**src/rtl/hll_pkg.sv**
```systemverilog
`default_nettype none

package hll_pkg;

    // Multiplier, seed and shift of the 64-bit multiply-xorshift hash.
    localparam logic [63:0] HLL_MULT  = 64'hc6a4a7935bd1e995;
    localparam logic [63:0] HLL_SEED  = 64'h00000000cafebabe;
    localparam int          HLL_SHIFT = 47;

    // The hash always covers eight bytes, so the initial state is a constant.
    localparam logic [63:0] HLL_H_INIT = HLL_SEED ^ (HLL_MULT << 3);

    localparam int HLL_MIN_PREC = 8;
    localparam int HLL_MAX_PREC = 14;

    localparam int HLL_VALUE_W = 64;
    localparam int HLL_INDEX_W = 14;
    localparam int HLL_RANK_W  = 6;
    localparam int HLL_REQ_W   = 2;

    localparam logic [HLL_REQ_W-1:0] REQ_INSERT = 2'd0;
    localparam logic [HLL_REQ_W-1:0] REQ_MERGE  = 2'd1;
    localparam logic [HLL_REQ_W-1:0] REQ_READ   = 2'd2;

endpackage

`default_nettype wire

```
**src/rtl/hll_hash.sv**
```systemverilog
`default_nettype none

module hll_hash
    import hll_pkg::*;
(
    input  wire logic                   clk,
    input  wire logic                   rst_n,
    input  wire logic                   start,
    input  wire logic [HLL_VALUE_W-1:0] value,
    output logic                        done,
    output logic [63:0]                 hash
);

    typedef enum logic [2:0] {
        H_IDLE = 3'b001,
        H_PART = 3'b010,
        H_SUM  = 3'b100
    } hstate_t;

    hstate_t     state_reg;
    hstate_t     state_next;
    logic [1:0]  pass_reg;
    logic [1:0]  pass_next;
    logic [63:0] operand_reg;
    logic [63:0] operand_next;
    logic [63:0] pp0_reg;
    logic [31:0] pp1_reg;
    logic [31:0] pp2_reg;
    logic [63:0] hash_reg;
    logic [63:0] hash_next;
    logic        done_reg;
    logic        done_next;
    logic [63:0] prod;
    logic [63:0] prod_xs;
    logic [31:0] cross_prod_lo;
    logic [31:0] cross_prod_hi;

    // Product modulo 2^64 from three 32x32 partial products.
    assign prod    = pp0_reg + {pp1_reg + pp2_reg, 32'd0};
    assign prod_xs = prod ^ (prod >> HLL_SHIFT);

    // Only the low halves of the cross products reach the upper word.
    assign cross_prod_lo = operand_reg[31:0] * HLL_MULT[63:32];
    assign cross_prod_hi = operand_reg[63:32] * HLL_MULT[31:0];

    always_ff @(posedge clk)
    begin
        pp0_reg <= operand_reg[31:0] * HLL_MULT[31:0];
        pp1_reg <= cross_prod_lo;
        pp2_reg <= cross_prod_hi;
    end

    always_comb
    begin
        state_next   = state_reg;
        pass_next    = pass_reg;
        operand_next = operand_reg;
        hash_next    = hash_reg;
        done_next    = 1'b0;
        case (state_reg)
            H_IDLE:
            begin
                if (start)
                begin
                    operand_next = value;
                    pass_next    = 2'd0;
                    state_next   = H_PART;
                end
            end
            H_PART:
            begin
                state_next = H_SUM;
            end
            H_SUM:
            begin
                pass_next  = pass_reg + 2'd1;
                state_next = H_PART;
                case (pass_reg)
                    2'd0:    operand_next = prod_xs;
                    2'd1:    operand_next = prod ^ HLL_H_INIT;
                    2'd2:    operand_next = prod_xs;
                    default:
                    begin
                        hash_next  = prod_xs;
                        done_next  = 1'b1;
                        state_next = H_IDLE;
                    end
                endcase
            end
            default:
            begin
                state_next = H_IDLE;
            end
        endcase
    end

    always_ff @(posedge clk or negedge rst_n)
    begin
        if (!rst_n)
        begin
            state_reg <= H_IDLE;
            pass_reg  <= 2'd0;
            done_reg  <= 1'b0;
        end
        else
        begin
            state_reg <= state_next;
            pass_reg  <= pass_next;
            done_reg  <= done_next;
        end
    end

    always_ff @(posedge clk)
    begin
        operand_reg <= operand_next;
        hash_reg    <= hash_next;
    end

    assign done = done_reg;
    assign hash = hash_reg;

endmodule

`default_nettype wire

```
**config.mk**
```make
export PLATFORM = sky130hd
export DESIGN_NAME = hll_hash
export DESIGN_NICKNAME = d
export VERILOG_FILES = /design/src/rtl/hll_pkg.sv /design/src/rtl/hll_hash.sv
export SDC_FILE = /design/constraint.sdc
export NUM_CORES = 2
export LEC_CHECK = 0
export CAP_MARGIN = 5
export CORE_MARGIN = 5
export CORE_UTILIZATION = 40
export DETAILED_ROUTE_END_ITERATION = 7
export DONT_BUFFER_PORTS = 1
export PLACE_DENSITY = 0.51
export SYNTH_ARGS = -nofsm -noshare
export SYNTH_HDL_FRONTEND = slang
export SYNTH_SLANG_ARGS = --single-unit
```
**constraint.sdc**
```tcl
create_clock -name clk -period 14.9 [get_ports clk]
set_input_delay 2.98 -clock clk [delete_from_list [all_inputs] [get_ports clk]]
set_output_delay 2.98 -clock clk [all_outputs]
set_load 0.1 [all_outputs]
```
==> metrics.log <==
INFO  metric setup_viol = 0
INFO  metric antenna_found_initial = 7
INFO  metric worst-endpoint-required = between 15000 and 20000 ps
INFO  metric die_w = around 350 um
INFO  metric synth.area.top_cells = fa_1 34%, ha_1 24%, inv_1 10%
INFO  metric first_pass_grt_wire_length = roughly 210 mm
INFO  metric fin_ws = between 6000 and 7000 ps
INFO  metric worstReg2RegEnd = pp0_reg[59]
INFO  metric post-synth-top-count-cell = inv_1
INFO  metric reg2reg_depth = 25
INFO  metric globalplace.congestion = between 0.9 and 1
INFO  metric critPathKind = reg2reg
INFO  metric synth.ff_latch_count = between 200 and 300
INFO  metric hold_path_end = hash[17]
INFO  metric clock_tree.buffer_depth = 3
INFO  metric grt_setup_unrepaired = no
INFO  metric grt.total_usage = a little under a quarter
INFO  metric filler_cell_count = around 11k
INFO  metric fin_cells = 5994
INFO  metric min_from = pp0_reg[17]
INFO  metric cts_htree_levels = 1
INFO  metric seq_area_frac_synth = between 10 and 15%
INFO  metric clk_transition_reported_paths = 80 ps
INFO  metric report.final.hold_viol_count = 0
INFO  metric final_period_minus_worst_setup_slack = between 8000 and 9000 ps
INFO  metric post_synth_instance_area = approximately 46000 sq um
INFO  metric clkLatencyLatePin = around 590 ps
INFO  metric row_count = approximately 120
INFO  metric globalRouteOverflowTotal = 0
INFO  metric first_global_vias = 32.65k
INFO  metric cts.root.buffer_cell = clkbuf_16
INFO  metric hp-class = reg2reg
INFO  metric tightest_slew = roughly 1100 ps
INFO  metric grt.met1_usage = roughly 30%
INFO  metric timing.critical_path.arrival = between 8000 and 9000 ps
INFO  metric grt.busiest_layer = met2
INFO  metric ff2ff_setup_slack = ~6800 ps
INFO  metric yosys_most_used_dff = edfxtp_1
INFO  metric postCtsHoldBufs = 0
INFO  metric post-route-drc-count = 0
INFO  metric async_flop_share = 2.308%
INFO  metric post_route_cells_drive_above_1_share = approximately 3.2%
INFO  metric post-synth-top-area-cell = fa_1
INFO  metric fin_tns_setup = 0 ps
INFO  metric grt.met3_usage = 1.926%
INFO  metric tightest_slew_margin_relative_to_the_limit = 26.07%
INFO  metric layout.nets = roughly 6k
INFO  metric vias = about 30k
INFO  metric yosysUniqueCellTypes = between 90 and 100
INFO  metric synthesized_instance_count = around 4.4k
INFO  metric wl = about 140 mm
INFO  metric avgViaCountPerCell = between 5 and 6
INFO  metric core_area = between 100000 and 150000 sq um
INFO  metric dp_hpwl = between 100 and 150 mm
INFO  metric run_status = finished clean
INFO  metric holdPathStages = 0
INFO  metric yosysWarnings = 0
INFO  metric die_y = between 300 and 400 um
INFO  metric final_slew_viol_count = 0
INFO  metric final.period_utilization = 54.18%
INFO  metric initial_core_util = between 40 and 50%
INFO  metric critPathLaunchType = flip-flop
INFO  metric detail_route.first_pass.iterations = 5
INFO  metric cts_resized = 0
INFO  metric finClkSkew = approximately 22 ps
INFO  metric dieArea = about 120000 sq um
INFO  metric grt_max_degree = 85
INFO  metric synth.avg_cell_area = roughly 10 sq um
INFO  metric cts.sink_count = 260
INFO  metric maxCapViolCount = 0
INFO  metric average_detailed_routed_wire_length_per_instance = around 24 um
INFO  metric synth_largest_type_area_fraction = roughly a third
INFO  metric number_of_nets_with_antenna_violations_after_detailed_routing = 0
INFO  metric setup.worst_path.end_class = flip-flop
INFO  metric synth.cells.most_frequent = 1237 x inv_1, 876 x ha_1, 763 x fa_1
INFO  metric io_pins = between 100 and 150
INFO  metric dp.cells = 5945
INFO  metric crit-reg2reg-launch = operand_reg[8]
INFO  metric io_buffer_count = 0
INFO  metric critical_path_peak_fanout = 16
INFO  metric dp_worst_setup_slack = roughly 6900 ps
INFO  metric global_route.usage.met2 = a little over two fifths
INFO  metric cts_tree = built
INFO  metric max_freq = 0.1239 GHz
INFO  metric syn_to_final_growth = 6.588%
INFO  metric fin_util = between 40% and 50%
INFO  metric cts_setup_buffers = 0
INFO  metric synth-edff-count = between 100 and 150
INFO  metric cts_buffers = 26
INFO  metric mappedNetlistNets = 6134
INFO  metric detailedRoute.firstIterationViolations = around 1.6k
## area by class of cell
type	count	area [sq um]	share of cell area [%]
well taps	1500	1877	3.863
clock inverters	21	214.0	0.4404
multi-input cells	2904	34350	70.69
repair buffers	44	330.3	0.6799
clock buffers	27	654.4	1.347
inverters	1237	4643	9.557
diodes	1	2.502	0.005151
flip-flops and latches	260	6518	13.41
## worst max-delay path by stage
stage,start,endpoint,slack [ps],cells after the start
final,operand_reg[8],pp0_reg[59],6830,25
after global placement,operand_reg[8],pp0_reg[62],6970,23
after global routing,operand_reg[8],pp0_reg[62],6470,23
after floorplan,operand_reg[6],pp0_reg[62],7870,23
after CTS,operand_reg[8],pp0_reg[62],6870,23
after detailed placement,operand_reg[8],pp0_reg[62],6910,23
## worst max-delay path: stages, from the launching register on
cell and delay (ps):
edfxtp_1 1060, ha_1 360, ha_1 260, fa_1 510
inv_1 50, fa_1 490, inv_1 50, fa_1 490
inv_1 50, fa_1 520, inv_1 50, fa_1 470
inv_1 50, fa_1 490, inv_1 40, ha_1 330
o21ai_0 190, nand2_1 100, and4_1 260, o21ai_0 290
a21boi_1 250, o211ai_1 490, o211ai_2 170, a31oi_1 520
o21a_1 260, o211ai_1 100
## routing by layer
metal | up-vias | part of all wire [%]
li1 | 14050 | -
met1 | 15240 | 42
met2 | 592 | 51
met3 | 154 | 3.7
met4 | 2 | 3.5
met5 | - | 0.011
## cells in the final DEF, fill, tap and decap left out, drive strengths merged, types with 65 or more instances in the layout
cell type	n
a21oi	156
xnor2	190
dfxtp	126
o21ai	102
nor2	107
a21o	65
inv	1241
xor2	74
edfxtp	128
nand2	183
fa	763
ha	876
## logic make-up after synthesis
group / after synthesis / synth area share [%]
AOI/OAI and AO/OA: 504 / 7.321
xor gates and xnor gates: 264 / 5.147
adders and majority gates: 1639 / 57.56
buffers and inverters: 1264 / 10.41
DFF: 260 / 14.30
muxes: 6 / 0.1427
and+or+nand+nor: 491 / 5.122
## stage by stage
| step | area, sq um | hold WS, ps |
|---|---|---|
| after CTS | 48580 | 430.5 |
| after global routing | 48580 | 446.7 |
| after global placement | 47710 | 414.7 |
| final | 48580 | 430.4 |
| after detailed placement | 47710 | 413.8 |
| after floorplan | 45580 | 408.1 |
Power is not shown: default switching activity piles up to over one toggle a cycle in this logic, so the estimate is an artifact.
